==> src/hdl/oqmr_pkg.sv <==
// Shared types, codes and sizes for the ordered match-and-remove queue.
package oqmr_pkg;

   // Number of cells in the queue chain.
   localparam int QueueDepth = 16;

   // Command codes carried by a request transaction.
   localparam logic [1:0] CMD_APPEND     = 2'd0;
   localparam logic [1:0] CMD_REMOVE_CAT = 2'd1;
   localparam logic [1:0] CMD_REMOVE_DST = 2'd2;

   // Status codes returned in a response transaction.
   localparam logic [1:0] STATUS_DONE     = 2'd0;
   localparam logic [1:0] STATUS_NO_MATCH = 2'd1;
   localparam logic [1:0] STATUS_FULL     = 2'd2;

   // One stored queue entry.
   typedef struct packed {
      logic [15:0] tag;
      logic [3:0]  category;
      logic [7:0]  destination;
   } entry_type;

   // What one cell shows its older neighbor: occupancy and contents.
   typedef struct packed {
      logic      valid;
      entry_type entry;
   } cell_type;

   // Operation broadcast to every cell in the cycle a request is accepted.
   typedef struct packed {
      logic      append;
      logic      remove_cat;
      logic      remove_dst;
      entry_type key;
   } op_type;

endpackage

==> src/hdl/oqmr_cell.sv <==
// One queue cell: holds an entry, compares it against the key and shifts up on removal.
module oqmr_cell (
   input  logic              clock,
   input  logic              reset,
   input  oqmr_pkg::op_type  op,
   input  logic              prev_valid,
   input  logic              found_in,
   input  oqmr_pkg::cell_type next,
   output oqmr_pkg::cell_type cell_out,
   output logic              found_out,
   output logic              hit
);

   logic                valid_ff;
   logic                valid_in;
   oqmr_pkg::entry_type entry_ff;
   oqmr_pkg::entry_type entry_in;
   logic                shift;
   logic                load;

   // Key compare, oldest-match chain, and the shift and load decisions.
   always_comb begin
      hit = valid_ff &&
            ((op.remove_cat && (entry_ff.category == op.key.category)) ||
             (op.remove_dst && (entry_ff.destination == op.key.destination)));
      found_out = found_in || hit;
      shift = (op.remove_cat || op.remove_dst) && (found_in || hit);
      load  = op.append && !valid_ff && prev_valid;
   end

   // Next contents: take the younger neighbor on a shift, the new entry on an append.
   always_comb begin
      valid_in = valid_ff;
      entry_in = entry_ff;
      if (shift) begin
         valid_in = next.valid;
         entry_in = next.entry;
      end else if (load) begin
         valid_in = 1'b1;
         entry_in = op.key;
      end
   end

   // The occupancy bit is reset; the entry contents are not.
   always_ff @(posedge clock) begin
      if (reset) begin
         valid_ff <= 1'b0;
      end else begin
         valid_ff <= valid_in;
      end
   end

   always_ff @(posedge clock) begin
      entry_ff <= entry_in;
   end

   assign cell_out.valid = valid_ff;
   assign cell_out.entry = entry_ff;

endmodule

==> src/hdl/ordered_queue_match_remove.sv <==
// Top level of the ordered queue with append and oldest-match removal.
//
//   Channel | Direction | Handshake           | Payload
//   req     | in        | req_valid/req_stall | command, person_tag, category, destination
//   rsp     | out       | rsp_valid/rsp_stall | status, removed_tag, removed_category,
//           |           |                     | removed_destination
//
// Each request transaction is applied to all cells at the accepting edge, and its response
// is registered at that same edge, shown from the next cycle on. This rests on the parallel
// key compare in every cell and the oldest-match chain that runs through the row of cells.
// A new request is taken while the response register
// is empty or being drained in the same cycle. Reset clears the occupancy bit of every
// cell at once; there is no clearing pass. A stall on rsp holds the response and stalls req.
module ordered_queue_match_remove (
   input  logic        clock,
   input  logic        reset,
   input  logic        req_valid,
   output logic        req_stall,
   input  logic [1:0]  req_command,
   input  logic [15:0] req_person_tag,
   input  logic [3:0]  req_category,
   input  logic [7:0]  req_destination,
   output logic        rsp_valid,
   input  logic        rsp_stall,
   output logic [1:0]  rsp_status,
   output logic [15:0] rsp_removed_tag,
   output logic [3:0]  rsp_removed_category,
   output logic [7:0]  rsp_removed_destination
);

   localparam int Depth = oqmr_pkg::QueueDepth;

   logic                 accept;
   oqmr_pkg::op_type     op;
   oqmr_pkg::cell_type   cells [Depth];
   oqmr_pkg::cell_type   next_of [Depth];
   logic [Depth-1:0]     prev_valid;
   logic [Depth:0]       found_chain;
   logic [Depth-1:0]     hit_vec;
   logic [Depth-1:0]     valid_vec;
   oqmr_pkg::entry_type  removed;

   logic                 rsp_valid_ff;
   logic                 rsp_valid_in;
   logic [1:0]           status_ff;
   logic [1:0]           status_in;
   oqmr_pkg::entry_type  removed_ff;
   oqmr_pkg::entry_type  removed_in;

   // Handshake: take a request while the response register is free or draining.
   assign req_stall = rsp_valid_ff && rsp_stall;
   assign accept    = req_valid && !req_stall;

   // Decode the accepted request into the operation seen by every cell.
   always_comb begin
      op.append     = accept && (req_command == oqmr_pkg::CMD_APPEND);
      op.remove_cat = accept && (req_command == oqmr_pkg::CMD_REMOVE_CAT);
      op.remove_dst = accept && (req_command == oqmr_pkg::CMD_REMOVE_DST);
      op.key.tag         = req_person_tag;
      op.key.category    = req_category;
      op.key.destination = req_destination;
   end

   assign found_chain[0] = 1'b0;

   // The row of cells, oldest entry at cell zero.
   for (genvar i = 0; i < Depth; i++) begin : g_cell
      if (i == 0) begin : g_head
         assign prev_valid[i] = 1'b1;
      end else begin : g_body
         assign prev_valid[i] = cells[i-1].valid;
      end
      if (i == Depth - 1) begin : g_tail
         assign next_of[i] = '0;
      end else begin : g_link
         assign next_of[i] = cells[i+1];
      end
      assign valid_vec[i] = cells[i].valid;

      oqmr_cell u_cell (
         .clock      (clock),
         .reset      (reset),
         .op         (op),
         .prev_valid (prev_valid[i]),
         .found_in   (found_chain[i]),
         .next       (next_of[i]),
         .cell_out   (cells[i]),
         .found_out  (found_chain[i+1]),
         .hit        (hit_vec[i])
      );
   end

   // Select the fields of the removed entry; at most one cell is the oldest hit.
   always_comb begin
      removed = '0;
      for (int i = 0; i < Depth; i++) begin
         if (hit_vec[i] && !found_chain[i]) begin
            removed = removed | cells[i].entry;
         end
      end
   end

   // Build the response for the accepted request.
   always_comb begin
      status_in  = status_ff;
      removed_in = removed_ff;
      if (accept) begin
         removed_in = '0;
         case (req_command)
            oqmr_pkg::CMD_APPEND: begin
               status_in = cells[Depth-1].valid ? oqmr_pkg::STATUS_FULL
                                                : oqmr_pkg::STATUS_DONE;
            end
            oqmr_pkg::CMD_REMOVE_CAT: begin
               status_in = found_chain[Depth] ? oqmr_pkg::STATUS_DONE
                                              : oqmr_pkg::STATUS_NO_MATCH;
            end
            oqmr_pkg::CMD_REMOVE_DST: begin
               status_in = found_chain[Depth] ? oqmr_pkg::STATUS_DONE
                                              : oqmr_pkg::STATUS_NO_MATCH;
               removed_in = removed;
            end
            default: begin
               status_in = oqmr_pkg::STATUS_NO_MATCH;
            end
         endcase
      end
   end

   // Response valid: set by an accepted request, cleared when the response is taken.
   always_comb begin
      rsp_valid_in = rsp_valid_ff;
      if (accept) begin
         rsp_valid_in = 1'b1;
      end else if (!rsp_stall) begin
         rsp_valid_in = 1'b0;
      end
   end

   always_ff @(posedge clock) begin
      if (reset) begin
         rsp_valid_ff <= 1'b0;
      end else begin
         rsp_valid_ff <= rsp_valid_in;
      end
   end

   always_ff @(posedge clock) begin
      status_ff  <= status_in;
      removed_ff <= removed_in;
   end

   assign rsp_valid               = rsp_valid_ff;
   assign rsp_status              = status_ff;
   assign rsp_removed_tag         = removed_ff.tag;
   assign rsp_removed_category    = removed_ff.category;
   assign rsp_removed_destination = removed_ff.destination;

`ifndef SYNTHESIS
   // Occupied cells always form one unbroken run from the head.
   a_contiguous: assert property (@(posedge clock) disable iff (reset)
      $onehot({1'b0, valid_vec} + {{Depth{1'b0}}, 1'b1}))
      else $error("queue occupancy has a hole");

   // A removal never matches more than one cell as the oldest.
   a_single_remove: assert property (@(posedge clock) disable iff (reset)
      $onehot0(hit_vec & ~found_chain[Depth-1:0]))
      else $error("more than one cell selected for removal");

   // An append into a queue with room grows the occupancy by one.
   a_append_grows: assert property (@(posedge clock) disable iff (reset)
      (op.append && !cells[Depth-1].valid) |=>
         ($countones(valid_vec) == $past($countones(valid_vec)) + 1))
      else $error("append did not add exactly one entry");

   // A successful removal shrinks the occupancy by one.
   a_remove_shrinks: assert property (@(posedge clock) disable iff (reset)
      ((op.remove_cat || op.remove_dst) && found_chain[Depth]) |=>
         ($countones(valid_vec) + 1 == $past($countones(valid_vec))))
      else $error("removal did not delete exactly one entry");
`endif

endmodule

==> config.mk <==
export PLATFORM = sky130hd
export DESIGN_NAME = ordered_queue_match_remove
export DESIGN_NICKNAME = d
export VERILOG_FILES = /design/src/hdl/oqmr_pkg.sv /design/src/hdl/oqmr_cell.sv /design/src/hdl/ordered_queue_match_remove.sv
export SDC_FILE = /design/constraint.sdc
export NUM_CORES = 1
export LEC_CHECK = 0
export BUFFER_PORTS_ARGS = -buffer_cell sky130_fd_sc_hd__buf_2
export CELL_PAD_IN_SITES_DETAIL_PLACEMENT = 2
export CELL_PAD_IN_SITES_GLOBAL_PLACEMENT = 2
export CORE_UTILIZATION = 39
export CTS_CLUSTER_SIZE = 16
export DETAILED_ROUTE_END_ITERATION = 12
export GPL_ROUTABILITY_DRIVEN = 0
export PLACE_DENSITY = 0.73
export SLEW_MARGIN = 10
export SYNTH_ARGS = -nofsm -noshare
export SYNTH_HDL_FRONTEND = slang
export SYNTH_SLANG_ARGS = --single-unit
==> constraint.sdc <==
create_clock -name clock -period 6.99 [get_ports clock]
set_input_delay 1.398 -clock clock [delete_from_list [all_inputs] [get_ports clock]]
set_output_delay 1.398 -clock clock [all_outputs]
set_load 0.02 [all_outputs]
==> results.cfg, run 1 <==
[clock_network]
insertion_delay_ps = 640
post-cts-setup-buffers = 0
clk_pin_slew_ps = 60
holdBufCountCts = 0
cts_repair_resize_count = 0
tritoncts = done
cts_num_sinks = 495
cts_made_buffers = 58
clock_tree.htree_level_count = 2
cts_max_path_buffers = 3
cts.root.buffer_cell = clkbuf_16

[route]
drt_iter0_markers = 1344
number_of_antenna_violating_nets_in_the_routed_design = 0
post-route-drc-count = 0
dr.pass1.iters = 7
wl_per_cell_um = 25.9
vias = 19600
routed_via_density = 5.79
wl_mm = 87.4

[sta]
max_clock_freq_ghz = 0.186
fin_setup_tns_ps = 0
maxSlewHeadroom_pct = 17.9
rsz0062_at_grt = false
hold_violations = 0
setup_viol = 0
clk_skew_ps = 31.8
max_slew.worst_pin.slew_ps = 1230
part_of_the_cycle_the_worst_path_needs_pct = 76.8
final_period_minus_worst_setup_slack_ps = 5370
slew_violations = 0

[worst_setup_path]
crit_end = rsp_removed_tag[13]$_SDFFCE_PP0P_
r2r-start = rsp_valid$_SDFFE_PP0P_
setup.worst_path.start = req_command[1]
timing.critical_path.cells = buf_2 > inv_1 > ha_1 > and2_1 > nand4_1 > o31a_1 > or4b_1 > buf_4 > nor4b_4 > buf_4 > and2_1 > a221oi_1 > a31oi_1
setup.worst_path.end_class = flop
number_of_cell_instances_on_the_worst_register_to_register_path = 9
cp.required_ps = 7430
worst-r2r-setup-slack_ps = 2420
worst-path-stages = 13
crit_buf_inv = 4
timing_worst_setup_path_type = in2reg
dominant_delay_contributor_by_cell_family_on_the_critical_path = simple AND/OR/NAND/NOR gates
crit_path_max_incr_delay_ps = 1040
critPathLaunchType = input port
critical_path.reg2reg.endpoint = rsp_removed_tag[13]$_SDFFCE_PP0P_
crit_arrival_ps = 5810
crit_slowest_cell = nor4b_4
timing.critical_path.fanout_max = 15

[global_route]
grt_pass1_vias = 21300
global_route.usage.total_pct = 25.1
grt_pass1_wl_mm = 134
number_of_antenna_violations_at_the_first_check_in_global_routing = 2
gr_ovfl_total = 0
grt_max_degree = 58

[placement]
portBuffers = 65
detailedPlacementHpwl_mm = 64.2
place_area_um2 = 27900

[floorplan]
design.core.area_um2 = 67300
starting_density_pct = 39.5
rows = 95
dieHeight_um = 263
io_pins = 66
die-area_um2 = 69100
die_width_um = 263

[worst_hold_path]
worstHoldPathType = reg2reg

[power]
netSwitchingPower_mw = 1.49
power_density_nw_per_um2 = 222
cell_internal_pwr_mw = 5.10
p_clk_share_pct = 45.3
power.leakage_nw = 10.4
comb_power_share_pct = 5.2
report.power.total_mw = 6.59
power.ir.vdd_worst_v = 0.000177
seq_power_share_pct = 49.5
swShare_pct = 22.6

[finish]
share_of_layout_cells_above_drive_strength_1_pct = 20.5
fillers = 6911
layout.area.seq_um2 = 14400
areaGrowthSynthToFinish_pct = 12.0
num-nets-final = 2492
multi_input_area_um2 = 11300
final_design_instance_area_without_fill_um2 = 29700

[synth]
syn-num-nets = 2485
yosys.cell_types.count = 77
synth.yosys.seq_area_share_pct = 54.3
postSynthRegisterBits = 495
async_reset_ff_share_pct = 0
yosysWarningCount = 0
synth_edf_count = 450
ys_dominant_reg_cell = edfxtp_1
postSynthAreaPerCell_um2 = 10.8
postSynthCellCount = 2448
area_of_the_mapped_netlist_um2 = 26600

[run_status]
outcome = completed

[run]
cap_violations = 0
-- Yosys cell counts, types with 5 or more instances --
master / n / area (um2)
a211o_1: 12 / 105
a211oi_1: 17 / 128
a21boi_0: 5 / 37.5
a21oi_1: 69 / 345
a221o_1: 14 / 140
a221oi_1: 23 / 201
a22o_1: 22 / 193
a22oi_1: 65 / 488
a31oi_1: 11 / 68.8
a41oi_1: 7 / 61.3
and2_1: 11 / 68.8
and3_1: 7 / 43.8
buf_1: 23 / 86.3
buf_2: 52 / 260
buf_4: 16 / 120
clkbuf_1: 109 / 409
dfxtp_1: 45 / 901
edfxtp_1: 450 / 13500
inv_1: 20 / 75.1
mux2_1: 15 / 169
mux2_2: 238 / 2680
nand2_1: 663 / 2490
nand3_1: 82 / 410
nand4_1: 38 / 238
nor2_1: 54 / 203
nor3_1: 16 / 80.1
nor3b_1: 6 / 45.0
nor4_1: 18 / 113
o211ai_1: 8 / 60.1
o21ai_0: 38 / 190
o31a_1: 14 / 123
o31ai_1: 5 / 37.5
or2_2: 5 / 31.3
xnor2_1: 146 / 1280
xor2_1: 46 / 403
-- worst reg2reg max path: cells and delay by family, from the launching register on --
kind / cells / cell delay (ps)
AND/OR/NAND/NOR: 4 / 1390
flip-flops: 1 / 330
AO/OA/AOI/OAI: 4 / 1980
buffers and inverters: 1 / 590
-- routing by layer --
layer / share of wire (%) / global-route usage, % / vias to the layer above
li1: - / - / 8883
met1: 45 / 33.8 / 10100
met2: 48 / 42.3 / 462
met3: 4.6 / 3.35 / 128
met4: 2.5 / 7.51 / 0
met5: 0 / 0 / -
-- final cells by class --
type	count	share of cell area, %
clock inverters	24	0.787
flip-flops and latches	495	48.5
well taps	873	3.67
repair buffers	149	3.34
multi-input cells	1730	38.1
diodes	1	0.00841
clock buffers	83	5.36
inverters	21	0.265
-- power groups by stage --
| stage | Combinational [mW] | Clock (mW) | Sequential [mW] |
|---|---|---|---|
| CTS | 0.342 | 3.05 | 3.26 |
| global placement | 0.316 | 0 | 3.32 |
| global route | 0.371 | 3.16 | 3.26 |
| finish | 0.342 | 2.99 | 3.26 |
| floorplan | 0.224 | 0 | 3.33 |
| detailed placement | 0.337 | 0 | 3.32 |
-- per-stage QoR --
| step | hold slack [ps] | util, % | worst slack [ps] | cells |
|---|---|---|---|---|
| finish | 482 | 44.2 | 1620 | 3376 |
| global route | 505 | 44.2 | 1450 | 3376 |
| CTS | 485 | 44.2 | 1690 | 3375 |
| detailed placement | 476 | 41.5 | 1080 | 3268 |
| global placement | 460 | 41.5 | 1320 | 3268 |
| floorplan | 445 | - | 49.8 | 2448 |
-- flip-flops by register name (all words and copies together), names as in the netlist --
| register | flops |
|---|---|
| rsp_status | 2 |
| g_cell.u_cell.valid_ff | 16 |
| rsp_removed_category | 4 |
| rsp_removed_destination | 8 |
| rsp_valid | 1 |
| g_cell.u_cell.cell_out | 448 |
| rsp_removed_tag | 16 |
-- kinds of logic after synthesis --
kind of cell,after synthesis,share of synthesized area [%]
compound gates,345,9.44
xor+xnor,192,6.33
fa+ha+maj,3,0.141
buf+inv,223,3.68
flops,495,54.3
mux,254,10.8
simple gates,936,15.4
-- how the worst min path moves through the flow --
stage	to	cells past startpoint	slack [ps]	startpoint
3_5_place_dp	g_cell[15].u_cell.cell_out[15]$_SDFFE_PP0P_	2	480	g_cell[15].u_cell.cell_out[15]$_SDFFE_PP0P_
4_1_cts	g_cell[15].u_cell.cell_out[18]$_SDFFE_PP0P_	2	490	g_cell[15].u_cell.cell_out[18]$_SDFFE_PP0P_
3_3_place_gp	g_cell[15].u_cell.cell_out[23]$_SDFFE_PP0P_	2	460	g_cell[15].u_cell.cell_out[23]$_SDFFE_PP0P_
5_1_grt	g_cell[15].u_cell.cell_out[18]$_SDFFE_PP0P_	2	510	g_cell[15].u_cell.cell_out[18]$_SDFFE_PP0P_
2_1_floorplan	g_cell[15].u_cell.cell_out[12]$_SDFFE_PP0P_	2	440	g_cell[15].u_cell.cell_out[12]$_SDFFE_PP0P_
6_report	g_cell[15].u_cell.cell_out[19]$_SDFFE_PP0P_	2	480	g_cell[15].u_cell.cell_out[19]$_SDFFE_PP0P_
-- layout by cell type (no fill, tap or decap), types with 14 or more instances in the layout --
master,netlist,routed
nand2_1,663,662
edfxtp_1,450,450
mux2_2,238,238
xnor2_1,146,146
nand3_1,82,81
buf_4,16,81
a21oi_1,69,69
a22oi_1,65,65
buf_2,52,65
clkbuf_16,0,58
nor2_1,54,48
xor2_1,46,46
dfxtp_1,45,45
nand4_1,38,38
o21ai_0,38,30
a221oi_1,23,23
a22o_1,22,22
inv_1,20,20
clkbuf_1,109,20
a211oi_1,17,17
nor4_1,18,16
nor3_1,16,15
mux2_1,15,15
o31a_1,14,14
a221o_1,14,14
Power figures use the tool's default switching activity.
==> run 2, diff against run 1 <==
==> constraint.sdc (replaced) <==
create_clock -name clock -period 4.3 [get_ports clock]
set_input_delay 0.86 -clock clock [delete_from_list [all_inputs] [get_ports clock]]
set_output_delay 0.86 -clock clock [all_outputs]
set_load 0.02 [all_outputs]
==> run 2 against run 1 <==
- power increased by 68%
- clock-buffer cell count down 7
- clock skew decreased by 11 ps
- global-route usage increased by 1.7 points
- via count increased by 3.1%
- register-to-register slack lost 2000 ps
- first-iteration DRC count rose by 2.8%
- design area grew 5.2%
- worst setup slack got worse by 1300 ps
- routed wire length rose by 6.6%
==> results.cfg, run 2 (same netlist as run 1, synthesis figures left out) <==
[route]
routed_via_density = 5.74
wl_mm = 93.2
post-route-drc-count = 0
wl_per_cell_um = 26.5
drt_iter0_markers = 1382
number_of_antenna_violating_nets_in_the_routed_design = 0
dr.pass1.iters = 5
vias = 20200

[sta]
clk_skew_ps = 20.8
hold_violations = 0
max_clock_freq_ghz = 0.254
final_period_minus_worst_setup_slack_ps = 3940
part_of_the_cycle_the_worst_path_needs_pct = 91.6
setup_viol = 0
maxSlewHeadroom_pct = 23.1
max_slew.worst_pin.slew_ps = 1150
rsz0062_at_grt = false
slew_violations = 0
fin_setup_tns_ps = 0

[finish]
layout.area.seq_um2 = 14400
num-nets-final = 2627
post_layout_nonfiller_instances = 3516
multi_input_area_um2 = 11300
top_library_cells_by_usage_in_the_layout_fill_and_taps_aside = nand2_1, edfxtp_1, mux2_2
final_core_util_pct = 46.5
largest_register_ff_count = 448
most_common_cell_after_layout_fill_and_taps_aside = nand2_1
fillers = 6868
share_of_layout_cells_above_drive_strength_1_pct = 25.0
areaGrowthSynthToFinish_pct = 17.9

[floorplan]
rows = 95
die-area_um2 = 69100
dieHeight_um = 263
design.core.area_um2 = 67300
starting_density_pct = 39.5
io_pins = 66
die_width_um = 263

[global_route]
grt_use_met3_pct = 4.10
routing_usage_on_met2_pct = 46.3
grt_pass1_wl_mm = 142
global_route.usage.total_pct = 26.9
grt_met1_usage_pct = 34.8
number_of_antenna_violations_at_the_first_check_in_global_routing = 7
grt_max_degree = 41
busiest_layer = met2
grt_pass1_vias = 22600
gr_ovfl_total = 0

[worst_setup_path]
setup.worst_path.start = rsp_stall
cp.required_ps = 4660
critPathLaunchType = input port
crit_arrival_ps = 4300
r2r-start = rsp_valid$_SDFFE_PP0P_
timing.critical_path.fanout_max = 32
timing_worst_setup_path_type = in2reg
setup.worst_path.end_class = flop

[power]
power_density_nw_per_um2 = 354
power.ir.vdd_worst_v = 0.000292
report.power.total_mw = 11.1
power.leakage_nw = 11.3

[clock_network]
cts_num_sinks = 495
clock_tree.htree_level_count = 2
post-cts-setup-buffers = 0
cts_made_buffers = 58
cts_repair_resize_count = 0
cts_max_path_buffers = 3
insertion_delay_ps = 650
holdBufCountCts = 0
tritoncts = done
clk_pin_slew_ps = 60
cts.root.buffer_cell = clkbuf_16

[placement]
numPlacedInstances = 3403
portBuffers = 65
detailedPlacementHpwl_mm = 69.2

[run_status]
outcome = completed

[worst_hold_path]
min_from = req_valid
worstHoldPathType = in2reg

[run]
cap_violations = 0
==> run 2: changes by cell type in the layout (fill, tap and decap cells not counted), sizes merged <==
cell      change
buf         +135
bufinv        +4
clkbuf        -7
clkinv        +6
clkinvlp      -2
diode         +3
inv           +1
==> run 2: final cells by class <==
class                           count  share of cell area, %
Antenna cell                        4                 0.0320
Clock buffer                       76                   4.98
Clock inverter                     33                   1.23
Inverter                           21                  0.252
Multi-Input combinational cell   1730                   36.2
Sequential cell                   495                   46.0
Tap cell                          873                   3.49
Timing Repair Buffer              284                   7.73
==> run 2: power breakdown <==
| group | leakage [nW] | internal (mW) | switching, mW | total, mW |
|---|---|---|---|---|
| Sequential | 4.44 | 5.28 | 0.0240 | 5.30 |
| Combinational | 5.92 | 0.239 | 0.363 | 0.601 |
| Clock | 0.958 | 3.03 | 2.14 | 5.17 |
==> run 2: path summary, 6_finish.rpt <==
path                                                      end  slack [ps]  cells past startpoint
setup / recovery        rsp_removed_category[0]$_SDFFCE_PP0P_         360                     12
hold / removal                         rsp_valid$_SDFFE_PP0P_         460                      2
setup reg to reg        rsp_removed_category[0]$_SDFFCE_PP0P_         380                     11
hold reg to reg   g_cell[15].u_cell.cell_out[16]$_SDFFE_PP0P_         480                      2
==> run 2: layer usage <==
layer  part of all wire [%]  routed length (um)
met3                    4.1                3810
met5                  0.024                  22
met1                     44               40900
met2                     49               45900
met4                    2.7                2540
==> run 2: worst max-delay path, stage by stage <==
cell and delay [ps]:
buf_2 120, a21boi_4 380, nand2_1 240, nor4_1 510
a41o_1 210, buf_4 400, or3_1 210, buf_4 190
buf_4 290, nor2_1 90, nor4bb_1 630, a31oi_1 140
==> run 2: metrics by stage <==
| step | worst slack, ps | hold slack, ps | area, um2 |
|---|---|---|---|
| 6_report | 360 | 463 | 31300 |
| 4_1_cts | 460 | 431 | 31300 |
| 3_3_place_gp | -40.3 | 458 | 29400 |
| 3_5_place_dp | -213 | 473 | 29400 |
| 5_1_grt | 238 | 459 | 31300 |
| 2_1_floorplan | -40.3 | 445 | 26600 |
==> run 3, diff against run 2 <==
--- a/config.mk
+++ b/config.mk
@@ -13,6 +13,7 @@
 export DETAILED_ROUTE_END_ITERATION = 12
 export GPL_ROUTABILITY_DRIVEN = 0
 export PLACE_DENSITY = 0.73
+export REMOVE_ABC_BUFFERS = 1
 export SLEW_MARGIN = 10
 export SYNTH_ARGS = -nofsm -noshare
 export SYNTH_HDL_FRONTEND = slang
==> run 3 against run 2 <==
- clock power down 10%
- critical path depth increased by 3
- sequential share of layout area grew 0.22 points
- design area down 0.47%
- power decreased by 4.8%
- critical path type unchanged
- highest routed layer unchanged
==> results.cfg, run 3 (same netlist as run 1, synthesis figures left out) <==
[clock_network]
cts_repair_resize_count = 0
post-cts-setup-buffers = 0
cts_made_buffers = 56
cts_max_path_buffers = 3
clock_tree.htree_level_count = 2
holdBufCountCts = 0
cts_num_sinks = 495
tritoncts = done
insertion_delay_ps = 630
cts.root.buffer_cell = clkbuf_16
clk_pin_slew_ps = 60

[floorplan]
die-area_um2 = 69100
rows = 95
io_pins = 66
dieHeight_um = 263
design.core.area_um2 = 67300
starting_density_pct = 39.5
die_width_um = 263

[worst_setup_path]
crit_top_cell = buf_4
timing.critical_path.fanout_max = 6
crit_path_max_incr_delay_ps = 640
critPathLaunchType = input port
timing.critical_path.cells = buf_2 > inv_1 > ha_1 > nand2_1 > buf_4 > buf_4 > nor4_1 > or2_1 > or3_1 > or3_2 > buf_4 > nor3_1 > buf_4 > a2111oi_0 > a31oi_1
dominant_delay_contributor_by_cell_family_on_the_critical_path = simple AND/OR/NAND/NOR gates
timing_worst_setup_path_type = in2reg
setup.worst_path.end_class = flop
crit_buf_inv = 6
cp.required_ps = 4760
crit_arrival_ps = 4540
crit_slowest_cell = nor3_1

[route]
wl_per_cell_um = 26.6
dr.pass1.iters = 7
drt_iter0_markers = 1255
number_of_antenna_violating_nets_in_the_routed_design = 0
vias = 20300
wl_mm = 93.7
post-route-drc-count = 0
routed_via_density = 5.77

[sta]
setup_viol = 0
max_slew.worst_pin.slew_ps = 868
rsz0062_at_grt = false
part_of_the_cycle_the_worst_path_needs_pct = 94.9
hold_violations = 0
finalHoldWorstSlack_ps = 475
maxSlewHeadroom_pct = 42.1
max_clock_freq_ghz = 0.245
slew_violations = 0
fin_setup_tns_ps = 0
final_period_minus_worst_setup_slack_ps = 4080
clk_skew_ps = 18.5

[finish]
top_library_cells_by_usage_in_the_layout_fill_and_taps_aside = nand2_1, edfxtp_1, mux2_2
most_common_cell_after_layout_fill_and_taps_aside = nand2_1
post_layout_nonfiller_instances = 3522
largest_register_ff_count = 448
share_of_layout_cells_above_drive_strength_1_pct = 25.0
areaGrowthSynthToFinish_pct = 17.3
fillers = 6822
num-nets-final = 2638

[placement]
detailedPlacementHpwl_mm = 70.1
portBuffers = 65
numPlacedInstances = 3416

[run_status]
outcome = completed

[power]
p_clk_share_pct = 44.1
comb_power_share_pct = 5.6
swShare_pct = 22.9
power.ir.vdd_worst_v = 0.000303
report.power.total_mw = 10.5
cell_internal_pwr_mw = 8.13
netSwitchingPower_mw = 2.41
power_density_nw_per_um2 = 338
power.leakage_nw = 11.3
seq_power_share_pct = 50.3

[global_route]
global_route.usage.total_pct = 26.9
grt_use_met3_pct = 3.79
number_of_antenna_violations_at_the_first_check_in_global_routing = 7
grt_pass1_wl_mm = 142
busiest_layer = met2
routing_usage_on_met2_pct = 45.0
grt_pass1_vias = 22400
grt_met1_usage_pct = 35.6
grt_max_degree = 48
gr_ovfl_total = 0

[worst_hold_path]
worstHoldPathType = reg2reg

[run]
cap_violations = 0
run 3: path summary, 6_finish.rpt:
kind / end / slack [ps] / start / depth (start not counted)
worst max register to register: rsp_removed_tag[13]$_SDFFCE_PP0P_ / 380 / rsp_valid$_SDFFE_PP0P_ / 12
worst min register to register: g_cell[15].u_cell.cell_out[21]$_SDFFE_PP0P_ / 470 / g_cell[15].u_cell.cell_out[21]$_SDFFE_PP0P_ / 2
worst min-delay path: g_cell[15].u_cell.cell_out[21]$_SDFFE_PP0P_ / 470 / g_cell[15].u_cell.cell_out[21]$_SDFFE_PP0P_ / 2
worst max-delay path: rsp_removed_tag[13]$_SDFFCE_PP0P_ / 220 / req_command[0] / 15
run 3: metrics by stage:
step / cell area, um2 / setup slack (ps) / util, %
6_report: 31200 / 220 / 46.3
2_1_floorplan: 25700 / -5690 / -
3_5_place_dp: 29400 / -365 / 43.7
3_3_place_gp: 29400 / -338 / 43.7
5_1_grt: 31200 / 70.2 / 46.3
4_1_cts: 31100 / 281 / 46.3
run 3: worst min-delay path: cells and delay by family (launching register included):
kind	cells	cell delay (ps)
AOI/OAI and AO/OA	1	50
and+or+nand+nor	1	60
DFF	1	320
run 3: final cells by class:
class | count | area [um2] | share of cell area (%)
inverter | 21 | 78.8 | 0.253
timing repair buffer | 297 | 2500 | 8.04
sequential | 495 | 14400 | 46.3
tap | 873 | 1090 | 3.51
clock inverter | 20 | 156 | 0.502
antenna | 4 | 10.0 | 0.0321
clock buffer | 82 | 1560 | 5.01
multi-input combinational | 1730 | 11300 | 36.4
run 3: per-layer routing:
metal	vias up	wire, um
met5	-	23
met4	4	3320
met3	169	4650
met2	470	44900
met1	10500	40800
li1	9172	-
run 3: power by group through the flow:
stage	Combinational, mW	Sequential [mW]	Clock, mW
floorplan	0.282	5.41	0
global placement	0.546	5.40	0
detailed placement	0.585	5.40	0
CTS	0.595	5.30	4.74
global route	0.641	5.30	4.88
finish	0.594	5.30	4.65
